## config.mk

```make
export PLATFORM = sky130hd
export DESIGN_NAME = accel_repetition_counter_unit_flat
export DESIGN_NICKNAME = d
export VERILOG_FILES = /design/src/rtl/arcu_pkg.sv /design/src/rtl/arcu_channels.sv /design/src/rtl/arcu_lowpass.sv /design/src/rtl/arcu_tracker.sv /design/src/rtl/accel_repetition_counter_unit.sv /design/src/flat_wrapper.sv
export VERILOG_INCLUDE_DIRS = /design/src /design/src/rtl
export SDC_FILE = /design/constraint.sdc
export NUM_CORES = 1
export LEC_CHECK = 0
export BUFFER_PORTS_ARGS = -buffer_cell sky130_fd_sc_hd__clkbuf_2
export CORE_MARGIN = 3
export CORE_UTILIZATION = 35
export DETAILED_ROUTE_END_ITERATION = 6
export GPL_ROUTABILITY_DRIVEN = 0
export RECOVER_POWER = 50
export SYNTH_ARGS = -nofsm -noshare
export SYNTH_HDL_FRONTEND = slang
export SYNTH_SLANG_ARGS = --single-unit
```

## constraint.sdc

```tcl
create_clock -name clk -period 10.8 [get_ports clk]
set_input_delay 1.62 -clock clk [delete_from_list [all_inputs] [get_ports clk]]
set_output_delay 1.62 -clock clk [all_outputs]
set_load 0.005 [all_outputs]
```

## src/rtl/accel_repetition_counter_unit_macros.svh

```systemverilog
// Assertion macros shared by the repetition counter RTL.
// Each macro expects signals named clk and arst_n in the module that uses it.
`ifndef ACCEL_REPETITION_COUNTER_UNIT_MACROS_SVH
`define ACCEL_REPETITION_COUNTER_UNIT_MACROS_SVH

// Consequent must hold in the same cycle as the antecedent.
`define ARCU_ASSERT_SAME(lbl, ante, cons, msg) \
	lbl: assert property (@(posedge clk) disable iff (!arst_n) (ante) |-> (cons)) \
		else $error(msg);

// Consequent must hold in the cycle after the antecedent.
`define ARCU_ASSERT_NEXT(lbl, ante, cons, msg) \
	lbl: assert property (@(posedge clk) disable iff (!arst_n) (ante) |=> (cons)) \
		else $error(msg);

`endif

```

## src/rtl/arcu_pkg.sv

```systemverilog
// Package for the repetition counter: widths, thresholds, phase types and
// the result record passed from the tracker to the top level. No dependencies.
`default_nettype none

package arcu_pkg;

	localparam int SAMPLE_WIDTH_DEF = 16;
	localparam int COUNT_W = 8;
	localparam int LED_W = 4;
	localparam int NUM_EXER = 4;
	localparam logic [COUNT_W-1:0] TARGET_RESET = 8'd5;

	// Thresholds on the filtered samples.
	localparam int TH_ARM = -900;
	localparam int TH_HIGH = 900;
	localparam int TH_MID = -600;
	localparam int TH_DEEP = -1200;
	localparam int TH_JACK_LOW = -1600;
	localparam int TH_JACK_HIGH = -200;

	// Counter slots, in the order the counts are updated.
	localparam int IDX_SITUP = 0;
	localparam int IDX_PUSHUP = 1;
	localparam int IDX_SQUAT = 2;
	localparam int IDX_JACK = 3;

	// LED and event bits.
	localparam logic [LED_W-1:0] LED_PUSHUP = 4'b0001;
	localparam logic [LED_W-1:0] LED_SQUAT = 4'b0010;
	localparam logic [LED_W-1:0] LED_JACK = 4'b0100;
	localparam logic [LED_W-1:0] LED_SITUP = 4'b1000;
	localparam logic [LED_W-1:0] LED_ALL = 4'b1111;
	localparam logic [LED_W-1:0] LED_MASK [NUM_EXER] = '{LED_SITUP, LED_PUSHUP,
		LED_SQUAT, LED_JACK};

	typedef enum logic {
		SU_IDLE,
		SU_ARMED
	} su_phase_t;

	typedef enum logic [1:0] {
		PH_IDLE = 2'd0,
		PH_FIRST = 2'd1,
		PH_SECOND = 2'd2
	} phase_t;

	typedef struct packed {
		logic [COUNT_W-1:0] situp_count;
		logic [COUNT_W-1:0] pushup_count;
		logic [COUNT_W-1:0] squat_count;
		logic [COUNT_W-1:0] jack_count;
		logic [LED_W-1:0] rep_events;
		logic set_done;
		logic [LED_W-1:0] led_levels;
	} rep_result_t;

	// Next phase of a three-threshold machine.
	function automatic phase_t ph_next(phase_t ph, logic start, logic mid, logic fin);
		phase_t nx;
		nx = ph;
		unique case (ph)
			PH_IDLE: if (start) nx = PH_FIRST;
			PH_FIRST: if (mid) nx = PH_SECOND;
			PH_SECOND: if (fin) nx = PH_IDLE;
			default: nx = ph;
		endcase
		return nx;
	endfunction

	// A repetition is counted when the last threshold is crossed.
	function automatic logic ph_hit(phase_t ph, logic fin);
		return (ph == PH_SECOND) && fin;
	endfunction

endpackage

`default_nettype wire

```

## src/rtl/arcu_channels.sv

```systemverilog
// Handshake channels of the repetition counter: sample input and result output.
// Depends on arcu_pkg.
`default_nettype none

interface arcu_sample_if #(
	parameter int SAMPLE_WIDTH = arcu_pkg::SAMPLE_WIDTH_DEF
);
	logic valid;
	logic ready;
	logic signed [SAMPLE_WIDTH-1:0] raw_x;
	logic signed [SAMPLE_WIDTH-1:0] raw_z;

	modport source(output valid, raw_x, raw_z, input ready);
	modport sink(input valid, raw_x, raw_z, output ready);
endinterface

interface arcu_result_if;
	import arcu_pkg::*;

	logic valid;
	logic ready;
	logic [COUNT_W-1:0] situp_count;
	logic [COUNT_W-1:0] pushup_count;
	logic [COUNT_W-1:0] squat_count;
	logic [COUNT_W-1:0] jack_count;
	logic [LED_W-1:0] rep_events;
	logic set_done;
	logic [LED_W-1:0] led_levels;

	modport source(output valid, situp_count, pushup_count, squat_count, jack_count,
		rep_events, set_done, led_levels, input ready);
	modport sink(input valid, situp_count, pushup_count, squat_count, jack_count,
		rep_events, set_done, led_levels, output ready);
endinterface

`default_nettype wire

```

## src/rtl/arcu_lowpass.sv

```systemverilog
// One-axis low-pass filter, new = (2*raw + 3*prev) / 5 truncated toward zero.
// The filter state register doubles as the stage-two sample. Depends on arcu_pkg.
`default_nettype none

module arcu_lowpass #(
	parameter int SAMPLE_WIDTH = arcu_pkg::SAMPLE_WIDTH_DEF
) (
	input wire logic clk,
	input wire logic arst_n,
	input wire logic load,
	input wire logic signed [SAMPLE_WIDTH-1:0] raw,
	output logic signed [SAMPLE_WIDTH-1:0] filt_s2
);
	import arcu_pkg::*;

	// Sum needs three extra bits, its magnitude two.
	localparam int SUM_W = SAMPLE_WIDTH + 3;
	localparam int MAG_W = SAMPLE_WIDTH + 2;
	// Reciprocal of five, exact for every magnitude below 2**MAG_W.
	localparam int RSHIFT = MAG_W + 3;
	localparam int RECIP_W = RSHIFT - 2;
	localparam int PROD_W = MAG_W + RECIP_W;
	localparam logic [63:0] RECIP64 = ((64'd1 << RSHIFT) + 64'd4) / 64'd5;
	localparam logic [RECIP_W-1:0] RECIP = RECIP_W'(RECIP64);

	logic signed [SUM_W-1:0] raw_e;
	logic signed [SUM_W-1:0] prev_e;
	logic signed [SUM_W-1:0] sum;
	logic sum_neg;
	logic [MAG_W-1:0] mag;
	logic [PROD_W-1:0] prod;
	logic [SAMPLE_WIDTH-1:0] quot;
	logic signed [SAMPLE_WIDTH-1:0] filt_nx;

	// Weighted sum, then divide the magnitude by five and restore the sign.
	always_comb begin
		raw_e = SUM_W'(raw);
		prev_e = SUM_W'(filt_s2);
		sum = (raw_e <<< 1) + (prev_e <<< 1) + prev_e;
		sum_neg = sum[SUM_W-1];
		mag = sum_neg ? MAG_W'(-sum) : MAG_W'(sum);
		prod = PROD_W'(mag) * PROD_W'(RECIP);
		quot = SAMPLE_WIDTH'(prod >> RSHIFT);
		filt_nx = sum_neg ? signed'(-quot) : signed'(quot);
	end

	// Filter state, updated once for each sample that passes.
	always_ff @(posedge clk or negedge arst_n) begin
		if (!arst_n) begin
			filt_s2 <= '0;
		end else if (load) begin
			filt_s2 <= filt_nx;
		end
	end

endmodule

`default_nettype wire

```

## src/rtl/arcu_tracker.sv

```systemverilog
// Exercise tracker: four threshold state machines, repetition counters, LEDs
// and the registered result. Depends on arcu_pkg and the assertion macros.
`default_nettype none
`include "accel_repetition_counter_unit_macros.svh"

module arcu_tracker #(
	parameter int SAMPLE_WIDTH = arcu_pkg::SAMPLE_WIDTH_DEF
) (
	input wire logic clk,
	input wire logic arst_n,
	input wire logic load,
	input wire logic signed [SAMPLE_WIDTH-1:0] filt_x,
	input wire logic signed [SAMPLE_WIDTH-1:0] filt_z,
	input wire logic [arcu_pkg::COUNT_W-1:0] rep_target,
	output arcu_pkg::rep_result_t res_s3
);
	import arcu_pkg::*;

	localparam logic signed [SAMPLE_WIDTH-1:0] C_ARM = SAMPLE_WIDTH'(TH_ARM);
	localparam logic signed [SAMPLE_WIDTH-1:0] C_HIGH = SAMPLE_WIDTH'(TH_HIGH);
	localparam logic signed [SAMPLE_WIDTH-1:0] C_MID = SAMPLE_WIDTH'(TH_MID);
	localparam logic signed [SAMPLE_WIDTH-1:0] C_DEEP = SAMPLE_WIDTH'(TH_DEEP);
	localparam logic signed [SAMPLE_WIDTH-1:0] C_JLOW = SAMPLE_WIDTH'(TH_JACK_LOW);
	localparam logic signed [SAMPLE_WIDTH-1:0] C_JHIGH = SAMPLE_WIDTH'(TH_JACK_HIGH);

	su_phase_t su_q, su_nx;
	phase_t pu_q, pu_nx;
	phase_t sq_q, sq_nx;
	phase_t jk_q, jk_nx;
	logic [COUNT_W-1:0] cnt_q [NUM_EXER];
	logic [COUNT_W-1:0] cnt_nx [NUM_EXER];
	logic [LED_W-1:0] led_q, led_nx;
	logic [NUM_EXER-1:0] hit;
	logic [LED_W-1:0] ev;
	logic done;
	logic [COUNT_W-1:0] cnt_tmp;
	logic su_mid;

	// Threshold machines for all four exercises.
	always_comb begin
		// Sit-up: arming and counting are separate tests in one sample.
		su_mid = (su_q == SU_ARMED) || (filt_x <= C_ARM);
		hit[IDX_SITUP] = su_mid && (filt_z >= C_HIGH);
		su_nx = (su_mid && !hit[IDX_SITUP]) ? SU_ARMED : SU_IDLE;

		pu_nx = ph_next(pu_q, filt_z <= C_ARM, filt_z >= C_MID, filt_z <= C_DEEP);
		hit[IDX_PUSHUP] = ph_hit(pu_q, filt_z <= C_DEEP);

		// A squat may only start while no jumping jack has been counted.
		sq_nx = ph_next(sq_q, (cnt_q[IDX_JACK] == '0) && (filt_x <= C_ARM),
			filt_x >= C_MID, filt_x <= C_DEEP);
		hit[IDX_SQUAT] = ph_hit(sq_q, filt_x <= C_DEEP);

		jk_nx = ph_next(jk_q, filt_x <= C_JLOW, filt_x >= C_JHIGH, filt_x <= C_ARM);
		hit[IDX_JACK] = ph_hit(jk_q, filt_x <= C_ARM);
	end

	// Counters in update order; each LED change and target match applies in turn.
	always_comb begin
		led_nx = led_q;
		ev = '0;
		done = 1'b0;
		cnt_tmp = '0;
		for (int i = 0; i < NUM_EXER; i++) begin
			cnt_tmp = cnt_q[i] + COUNT_W'(hit[i]);
			if (hit[i]) begin
				led_nx = led_nx ^ LED_MASK[i];
				ev = ev | LED_MASK[i];
			end
			if (cnt_tmp == rep_target) begin
				led_nx = LED_ALL;
				cnt_tmp = '0;
				done = 1'b1;
			end
			cnt_nx[i] = cnt_tmp;
		end
		// Squat LED stays dark while jumping jacks are in progress.
		if (cnt_nx[IDX_JACK] != '0) begin
			led_nx = led_nx & ~LED_SQUAT;
		end
	end

	// Machine state, counters and LEDs.
	always_ff @(posedge clk or negedge arst_n) begin
		if (!arst_n) begin
			su_q <= SU_IDLE;
			pu_q <= PH_IDLE;
			sq_q <= PH_IDLE;
			jk_q <= PH_IDLE;
			led_q <= '0;
			for (int i = 0; i < NUM_EXER; i++) begin
				cnt_q[i] <= '0;
			end
		end else if (load) begin
			su_q <= su_nx;
			pu_q <= pu_nx;
			sq_q <= sq_nx;
			jk_q <= jk_nx;
			led_q <= led_nx;
			for (int i = 0; i < NUM_EXER; i++) begin
				cnt_q[i] <= cnt_nx[i];
			end
		end
	end

	// Result register.
	always_ff @(posedge clk) begin
		if (load) begin
			res_s3.situp_count <= cnt_nx[IDX_SITUP];
			res_s3.pushup_count <= cnt_nx[IDX_PUSHUP];
			res_s3.squat_count <= cnt_nx[IDX_SQUAT];
			res_s3.jack_count <= cnt_nx[IDX_JACK];
			res_s3.rep_events <= ev;
			res_s3.set_done <= done;
			res_s3.led_levels <= led_nx;
		end
	end

	`ARCU_ASSERT_NEXT(a_cnt_below_target, load && (rep_target != '0),
		res_s3.situp_count != $past(rep_target), "sit-up count left equal to target")
	`ARCU_ASSERT_NEXT(a_squat_led_masked, load,
		(res_s3.jack_count == '0) || ((res_s3.led_levels & LED_SQUAT) == '0),
		"squat LED lit during jacks")
	`ARCU_ASSERT_NEXT(a_zero_target_done, load && (rep_target == '0),
		res_s3.set_done, "zero target did not flag set done")

endmodule

`default_nettype wire

```

## src/rtl/accel_repetition_counter_unit.sv

```systemverilog
// Accelerometer repetition counter, top level: input register, X/Z filters,
// exercise tracker and result register. Depends on arcu_pkg and the channels.
// A sample passes the input register, filter state and result register in turn.
// Throughput: one sample per cycle; each stage moves whenever the next has room.
// Reset: asynchronous; filters, phases, counters and LEDs clear, target is 5.
`default_nettype none
`include "accel_repetition_counter_unit_macros.svh"

module accel_repetition_counter_unit #(
	parameter int SAMPLE_WIDTH = arcu_pkg::SAMPLE_WIDTH_DEF
) (
	input wire logic clk,
	input wire logic arst_n,
	arcu_sample_if.sink sample_ch,
	arcu_result_if.source result_ch,
	input wire logic cfg_we,
	input wire logic [arcu_pkg::COUNT_W-1:0] cfg_wdata
);
	import arcu_pkg::*;

	logic valid_s1, valid_s2, valid_s3;
	logic adv_s1, adv_s2, adv_s3;
	logic signed [SAMPLE_WIDTH-1:0] raw_x_s1, raw_z_s1;
	logic signed [SAMPLE_WIDTH-1:0] filt_x_s2, filt_z_s2;
	logic [COUNT_W-1:0] rep_target_q;
	rep_result_t res_s3;

	// A stage may take new data when empty or when its contents move on.
	assign adv_s3 = !valid_s3 || result_ch.ready;
	assign adv_s2 = !valid_s2 || adv_s3;
	assign adv_s1 = !valid_s1 || adv_s2;
	assign sample_ch.ready = adv_s1;

	// Stage valid flags.
	always_ff @(posedge clk or negedge arst_n) begin
		if (!arst_n) begin
			valid_s1 <= 1'b0;
			valid_s2 <= 1'b0;
			valid_s3 <= 1'b0;
		end else begin
			if (adv_s1) valid_s1 <= sample_ch.valid;
			if (adv_s2) valid_s2 <= valid_s1;
			if (adv_s3) valid_s3 <= valid_s2;
		end
	end

	// Input register, loaded on each sample transfer.
	always_ff @(posedge clk) begin
		if (adv_s1 && sample_ch.valid) begin
			raw_x_s1 <= sample_ch.raw_x;
			raw_z_s1 <= sample_ch.raw_z;
		end
	end

	// Repetition target register.
	always_ff @(posedge clk or negedge arst_n) begin
		if (!arst_n) begin
			rep_target_q <= TARGET_RESET;
		end else if (cfg_we) begin
			rep_target_q <= cfg_wdata;
		end
	end

	arcu_lowpass #(.SAMPLE_WIDTH(SAMPLE_WIDTH)) u_filt_x (
		.clk(clk),
		.arst_n(arst_n),
		.load(valid_s1 && adv_s2),
		.raw(raw_x_s1),
		.filt_s2(filt_x_s2)
	);

	arcu_lowpass #(.SAMPLE_WIDTH(SAMPLE_WIDTH)) u_filt_z (
		.clk(clk),
		.arst_n(arst_n),
		.load(valid_s1 && adv_s2),
		.raw(raw_z_s1),
		.filt_s2(filt_z_s2)
	);

	arcu_tracker #(.SAMPLE_WIDTH(SAMPLE_WIDTH)) u_tracker (
		.clk(clk),
		.arst_n(arst_n),
		.load(valid_s2 && adv_s3),
		.filt_x(filt_x_s2),
		.filt_z(filt_z_s2),
		.rep_target(rep_target_q),
		.res_s3(res_s3)
	);

	// Result channel.
	assign result_ch.valid = valid_s3;
	assign result_ch.situp_count = res_s3.situp_count;
	assign result_ch.pushup_count = res_s3.pushup_count;
	assign result_ch.squat_count = res_s3.squat_count;
	assign result_ch.jack_count = res_s3.jack_count;
	assign result_ch.rep_events = res_s3.rep_events;
	assign result_ch.set_done = res_s3.set_done;
	assign result_ch.led_levels = res_s3.led_levels;

	`ARCU_ASSERT_SAME(a_result_from_s2, $rose(valid_s3), $past(valid_s2),
		"result appeared without a filtered sample")
	`ARCU_ASSERT_SAME(a_ready_when_empty, !valid_s1, sample_ch.ready,
		"input not ready with empty input register")
	`ARCU_ASSERT_NEXT(a_s2_held, valid_s2 && !adv_s2, valid_s2,
		"stalled filtered sample was lost")

endmodule

`default_nettype wire
```

## src/flat_wrapper.sv

```systemverilog
// flat-port wrapper written by rule: the top's interface ports become plain ports
module accel_repetition_counter_unit_flat import arcu_pkg::*;
#(
	parameter int SAMPLE_WIDTH = arcu_pkg::SAMPLE_WIDTH_DEF
)
  (clk, arst_n, cfg_we, cfg_wdata, sample_ch_valid, sample_ch_raw_x, sample_ch_raw_z, sample_ch_ready, result_ch_valid, result_ch_situp_count, result_ch_pushup_count, result_ch_squat_count, result_ch_jack_count, result_ch_rep_events, result_ch_set_done, result_ch_led_levels, result_ch_ready);
  arcu_sample_if #(.SAMPLE_WIDTH(SAMPLE_WIDTH)) sample_ch_i ();
  arcu_result_if result_ch_i ();
  input wire logic clk;
  input wire logic arst_n;
  input wire logic cfg_we;
  input wire logic [arcu_pkg::COUNT_W-1:0] cfg_wdata;
  input wire logic [$bits(sample_ch_i.valid)-1:0] sample_ch_valid;
  input wire logic [$bits(sample_ch_i.raw_x)-1:0] sample_ch_raw_x;
  input wire logic [$bits(sample_ch_i.raw_z)-1:0] sample_ch_raw_z;
  output wire logic [$bits(sample_ch_i.ready)-1:0] sample_ch_ready;
  output wire logic [$bits(result_ch_i.valid)-1:0] result_ch_valid;
  output wire logic [$bits(result_ch_i.situp_count)-1:0] result_ch_situp_count;
  output wire logic [$bits(result_ch_i.pushup_count)-1:0] result_ch_pushup_count;
  output wire logic [$bits(result_ch_i.squat_count)-1:0] result_ch_squat_count;
  output wire logic [$bits(result_ch_i.jack_count)-1:0] result_ch_jack_count;
  output wire logic [$bits(result_ch_i.rep_events)-1:0] result_ch_rep_events;
  output wire logic [$bits(result_ch_i.set_done)-1:0] result_ch_set_done;
  output wire logic [$bits(result_ch_i.led_levels)-1:0] result_ch_led_levels;
  input wire logic [$bits(result_ch_i.ready)-1:0] result_ch_ready;
  assign sample_ch_i.valid = sample_ch_valid;
  assign sample_ch_i.raw_x = sample_ch_raw_x;
  assign sample_ch_i.raw_z = sample_ch_raw_z;
  assign sample_ch_ready = sample_ch_i.ready;
  assign result_ch_valid = result_ch_i.valid;
  assign result_ch_situp_count = result_ch_i.situp_count;
  assign result_ch_pushup_count = result_ch_i.pushup_count;
  assign result_ch_squat_count = result_ch_i.squat_count;
  assign result_ch_jack_count = result_ch_i.jack_count;
  assign result_ch_rep_events = result_ch_i.rep_events;
  assign result_ch_set_done = result_ch_i.set_done;
  assign result_ch_led_levels = result_ch_i.led_levels;
  assign result_ch_i.ready = result_ch_ready;
  accel_repetition_counter_unit #(.SAMPLE_WIDTH(SAMPLE_WIDTH)) u_core (.clk(clk), .arst_n(arst_n), .sample_ch(sample_ch_i), .result_ch(result_ch_i), .cfg_we(cfg_we), .cfg_wdata(cfg_wdata));
endmodule
```

==> results of run 1 <==
-- metrics by stage --
step | hold WS [ns] | cell area, um2 | setup TNS (ns)
6_report | 0.481 | 25300 | 0
4_1_cts | 0.482 | 25000 | 0
3_3_place_gp | 0.460 | 24400 | 0
2_1_floorplan | 0.446 | 22800 | 0
3_5_place_dp | 0.463 | 24400 | 0
5_1_grt | 0.526 | 25300 | -0.0617
-- timing repair --
action / in CTS / in global routing
setup buffers: 0 / 7
hold endpoints to repair: 0 / 0
pin swaps: 0 / 8
gates resized for setup: 1 / 61
cloned: 0 / 1
endpoints found under the setup margin: 1 / 22
-- area by class of cell --
cell class / count / area share (%)
antenna: 1 / 0.00989
clock buffer: 19 / 1.75
clock inverter: 13 / 0.554
inverter: 422 / 6.26
multi-input combinational: 1768 / 67.2
sequential: 159 / 17.2
tap: 846 / 4.18
timing repair buffer: 135 / 2.86
-- tightest hold or removal path, delay by kind of cell (launching register included) --
family / cells / cell delay (ns)
DFF: 1 / 0.35
and+or+nand+nor: 2 / 0.11
-- routing by layer --
metal | up-vias | GRT usage [%] | wire, um
met1 | 8287 | 23.7 | 26700
met4 | 4 | 4.23 | 1210
met2 | 400 | 28.2 | 26000
li1 | 8226 | - | -
met5 | - | 0 | 23
met3 | 74 | 2.76 | 2830
-- flip-flops by register name (all words and copies together) (netlist names) --
signal / count
u_core.u_tracker.cnt_q: 32
u_core.result_ch.valid: 1
u_core.u_filt_z.filt_s2: 16
u_core.u_tracker.led_q: 4
u_core.u_tracker.sq_q: 2
u_core.raw_x_s1: 16
u_core.u_tracker.pu_q: 2
u_core.u_tracker.jk_q: 2
u_core.valid_s2: 1
u_core.u_filt_x.filt_s2: 16
u_core.raw_z_s1: 16
u_core.rep_target_q: 8
u_core.u_tracker.su_q: 1
u_core.u_tracker.res_s3: 41
u_core.valid_s1: 1
-- cells in the mapped netlist (7+ instances only) --
cell        n  area (um2)
xnor2_1    93         815
edfxtp_1   73        2190
mux2i_1     7        70.1
and3_1     20         125
nand2_1   186         698
nand4_1    27         169
and2_1     16         100
mux2_2     20         225
a21oi_1   106         531
a31oi_1    22         138
ha_1      373        4670
xor2_1     68         596
o21a_1      9        67.6
a211oi_1   14         105
or2_2       9        56.3
a21o_1     34         255
and4_1     11        96.3
nor3_1     34         170
inv_1     422        1580
nor4_1     12        75.1
o21bai_1    9        67.6
nand2b_1   20         125
nor2_1    130         488
o31ai_1    18         135
dfrtp_1    84        2100
o21ai_0    87         435
fa_1      234        4680
o211ai_1   16         120
or3_1      10        62.6
clkbuf_1   44         165
nand3_1    52         260
nor2b_1    17         106
-- logic make-up (layout without fill, tap and decap cells) --
family	count (synthesis)	count (layout)	synth area share [%]
AOI/OAI and AO/OA	397	397	11.5
xor gates and xnor gates	171	172	7.21
adders and majority gates	607	607	41.1
buffers and inverters	472	589	7.81
DFF	159	159	19.1
muxes	27	27	1.30
other	0	1	0
and+or+nand+nor	565	565	12.0
-- path summary, 6_finish.rpt --
path | from | endpoint
worst max-delay path | u_core.u_filt_x.filt_s2[3]$_DFFE_PN0P_ | u_core.u_filt_x.filt_s2[14]$_DFFE_PN0P_
max in group asynchronous | arst_n | u_core.u_filt_x.filt_s2[2]$_DFFE_PN0P_
min in group asynchronous | arst_n | u_core.u_tracker.cnt_q[7]$_DFFE_PN0P_
worst min-delay path | u_core.u_tracker.led_q[0]$_DFFE_PN0P_ | u_core.u_tracker.led_q[0]$_DFFE_PN0P_
worst min register to register | u_core.u_tracker.led_q[0]$_DFFE_PN0P_ | u_core.u_tracker.led_q[0]$_DFFE_PN0P_
worst max register to register | u_core.u_filt_x.filt_s2[3]$_DFFE_PN0P_ | u_core.u_filt_x.filt_s2[14]$_DFFE_PN0P_
==> impl_metrics.tcl, run 1 <==
set metrics [dict create \
    fin_skew_ns 0.0144 \
    status "finished, violations left" \
    clkSinkCount 159 \
    place_inst 3322 \
    routed_wl_um 56800 \
    worstSetupStartpointType "register" \
    drc 0 \
    dp_hpwl_um 48200 \
    avgSynthCellArea_um2 9.49 \
    synth_area_mm2 0.0228 \
    die_w_um 261 \
    final-seq-area_mm2 0.00435 \
    finalCriticalPeriod_ns 10.32 \
    layout-drive-gt1-share_pct 8.74 \
    synth_fp_nets 3050 \
    antenna_found_initial 3 \
    max_clock_freq_ghz 0.0969 \
    hold_class "register to register" \
    synth_edf_count 73 \
    slew_viol_final 149 \
    ys_seq_area_share_pct 19.1 \
    num_vias 17000 \
    synth_cells 2398 \
    dieArea_mm2 0.0681 \
    fillCellCount 6221 \
    clockBufferDepth 2 \
    core_mm2 0.0637 \
    cts_buffers 17 \
    final_nets 3155 \
    critPathMaxStageDelay_ns 0.63 \
    first_pass_iters 5 \
    critPathMaxFanout 5 \
    clk_latency_ns 0.46 \
    setup-violations-final 0 \
    final_common_cell "inv_1" \
    ant_nets 0 \
    post-route-util_pct 39.8 \
    preCtsSetupSlack_ns 0.0360 \
    cp_slowest_cell "o31ai_1" \
    rr_worst_depth 34 \
    vias_per_cell 5.05 \
    syn2layout_area_growth_pct 11.2 \
    grt_overflow 0 \
    ys.flop_type "dfrtp_1" \
    cp_top_family "adder cells" \
    grt_pass1_wl_um 93100 \
    drt-initial-drc-count 1044 \
    cts.reportedPaths.clkPinSlew_ns 0.07 \
    final_cell_count_no_fill 3363 \
    cpMostUsedCell "fa_1" \
    multi_input_area_mm2 0.0170 \
    ys_ff_latch 159 \
    timing.critical_path.buf_inv 5 \
    grt_usage_pct 17.2 \
    fp-row-count 92 \
    num_io_pins 88 \
    die_y_um 261 \
    grt_pass1_vias 17500 \
    cts_tree "done" \
    yosysWarnings 0 \
    initial_core_util_pct 35.7 \
    cp.arrival_ns 10.66 \
    finalHoldViolations 0 \
    wl_per_cell_um 16.9 \
    min_path_cells 2 \
    postCtsHoldBufs 0 \
    worst_pin_slew_ns 4.57 \
    worst-path-stages 34 \
    cts_root_buf "clkbuf_16" \
    cap_violations 2 \
    grt_max_degree 77 \
    violations "max-capacitance violations, max-slew violations" \
    async_flop_share_pct 54.1 \
    cp-end-kind "register" \
    cts-htree-levels 4 \
    maxSlewHeadroom_pct -205 \
    yosysUniqueCellTypes 88 \
    cp.required_ns 11.14 \
    port_buffers 87 \
    fin_crit_sh_pct 95.6 \
    worstSetupPathType "register to register" \
    mostFrequentLayoutCells "inv_1 (422), ha_1 (372), fa_1 (234)" \
    post-route-worst-setup-slack_ns 0.478 \
    r2r_slack_ns 0.48 \
]
Power of run 1 is left out: the tool's default activity adds up to more than one toggle a clock period on the data nets, which glitch-free logic cannot reach.
==> inputs of run 2 (changes only) <==
Settings changed: BUFFER_PORTS_ARGS -buffer_cell sky130_fd_sc_hd__clkbuf_2 to -buffer_cell sky130_fd_sc_hd__buf_2.
Clock period 10.8 ns to 12.1 ns, I/O delays scaled along.
==> impl_metrics.tcl, run 2 (same netlist as run 1, synthesis figures left out) <==
set metrics [dict create \
    fin_tns_setup_ns 0 \
    wl_per_cell_um 16.9 \
    antenna_found_initial 2 \
    cts_root_buf "clkbuf_16" \
    syn2layout_area_growth_pct 8.70 \
    initial_core_util_pct 35.7 \
    port_buffers 87 \
    dieArea_mm2 0.0681 \
    rr_worst_depth 34 \
    violations "max-capacitance violations, max-slew violations" \
    cts.reportedPaths.clkPinSlew_ns 0.07 \
    dp_hpwl_um 47700 \
    slew_viol_final 110 \
    core_mm2 0.0637 \
    fillCellCount 6285 \
    max_clock_freq_ghz 0.0892 \
    die_w_um 261 \
    whs_ns 0.488 \
    critPathMaxFanout 17 \
    vias_per_cell 5.05 \
    finalHoldViolations 0 \
    ant_nets 0 \
    cts-htree-levels 4 \
    grt_pass1_vias 17400 \
    min_from "u_core.u_tracker.cnt_q[24]$_DFFE_PN0P_" \
    maxSlewHeadroom_pct -204 \
    cp_slowest_cell "xor2_1" \
    setup-violations-final 0 \
    cp-end-kind "register" \
    multi_input_area_mm2 0.0167 \
    drt-initial-drc-count 1103 \
    routed_wl_um 56300 \
    status "finished, violations left" \
    clkSinkCount 159 \
    grt_usage_pct 17.0 \
    rr_endpoint "u_core.u_filt_x.filt_s2[14]$_DFFE_PN0P_" \
    grt_pass1_wl_um 92700 \
    postCtsHoldBufs 0 \
    first_pass_iters 5 \
    cts_setup_buffers 0 \
    finalCriticalPeriod_ns 11.21 \
    fp-row-count 92 \
    drc 0 \
    critPathMaxStageDelay_ns 0.65 \
    cts_buffers 17 \
    final-seq-area_mm2 0.00435 \
    num_io_pins 88 \
    grt_overflow 0 \
    cap_violations 2 \
    worstSetupPathType "register to register" \
    final_nets 3116 \
    cp.arrival_ns 11.53 \
    largestRegisters "u_core.u_tracker.res_s3 x41, u_core.u_tracker.cnt_q x32" \
    whs_endpoint "u_core.u_tracker.cnt_q[24]$_DFFE_PN0P_" \
    fin_skew_ns 0.0120 \
    worst_pin_slew_ns 4.55 \
    cp.required_ns 12.42 \
    hold_class "register to register" \
    cts_tree "done" \
    layout-drive-gt1-share_pct 5.69 \
    grt_max_degree 77 \
    largest_reg_flops 41 \
    cpMostUsedCell "fa_1" \
    r2r-start "u_core.u_filt_x.filt_s2[2]$_DFFE_PN0P_" \
    post-route-util_pct 38.8 \
    largest-register "u_core.u_tracker.res_s3" \
    rsz0062_at_grt "no" \
    min_path_cells 2 \
    mostFrequentLayoutCells "inv_1 (421), ha_1 (373), fa_1 (234)" \
    r2r_slack_ns 0.89 \
    clk_latency_ns 0.44 \
    worstSetupStartpointType "register" \
    num_vias 16800 \
    clockBufferDepth 2 \
    fin_crit_sh_pct 92.6 \
    cts_resized 0 \
    die_y_um 261 \
    final_common_cell "inv_1" \
]
run 2: worst max-delay path by stage:
stage,start,endpoint,slack (ns)
CTS,u_core.u_filt_x.filt_s2[2]$_DFFE_PN0P_,u_core.u_filt_x.filt_s2[14]$_DFFE_PN0P_,0.76
global placement,u_core.u_filt_x.filt_s2[2]$_DFFE_PN0P_,u_core.u_filt_x.filt_s2[14]$_DFFE_PN0P_,1.06
global route,u_core.u_filt_x.filt_s2[1]$_DFFE_PN0P_,u_core.u_filt_x.filt_s2[14]$_DFFE_PN0P_,0.01
finish,u_core.u_filt_x.filt_s2[2]$_DFFE_PN0P_,u_core.u_filt_x.filt_s2[14]$_DFFE_PN0P_,0.89
detailed placement,u_core.u_filt_x.filt_s2[2]$_DFFE_PN0P_,u_core.u_filt_x.filt_s2[14]$_DFFE_PN0P_,0.82
floorplan,u_core.u_filt_x.filt_s2[2]$_DFFE_PN0P_,u_core.u_filt_x.filt_s2[14]$_DFFE_PN0P_,2.17
run 2: routing by layer:
| layer | GRT usage [%] | vias up | part of all wire [%] |
|---|---|---|---|
| met1 | 23.8 | 8179 | 48 |
| li1 | - | 8153 | - |
| met5 | 0 | - | 0 |
| met2 | 28.0 | 388 | 46 |
| met4 | 3.73 | 0 | 1.8 |
| met3 | 2.39 | 61 | 4.7 |
run 2: final cells by class:
class | count | area share (%)
Antenna cell | 2 | 0.0202
Clock buffer | 18 | 1.74
Clock inverter | 14 | 0.799
Inverter | 422 | 6.41
Multi-Input combinational cell | 1767 | 67.3
Sequential cell | 159 | 17.6
Tap cell | 846 | 4.28
Timing Repair Buffer | 97 | 1.84
run 2: stage by stage:
| step | instances | instance area [um2] | worst slack [ns] |
|---|---|---|---|
| after floorplan | 2398 | 22800 | 2.17 |
| after global placement | 3291 | 24100 | 1.06 |
| after detailed placement | 3291 | 24100 | 0.821 |
| after CTS | 3323 | 24800 | 0.762 |
| after global routing | 3323 | 24700 | 0.0145 |
| final | 3325 | 24700 | 0.893 |
run 2: worst max-delay path: cells and delay by family (launching register included):
family | cells | cell delay [ns]
compound gates | 11 | 2.92
mux | 1 | 0.26
fa+ha+maj | 10 | 4.55
buf+inv | 5 | 0.63
simple gates | 4 | 1.08
xor+xnor | 3 | 1.20
flops | 1 | 0.41
Power of run 2 is left out for the same reason.
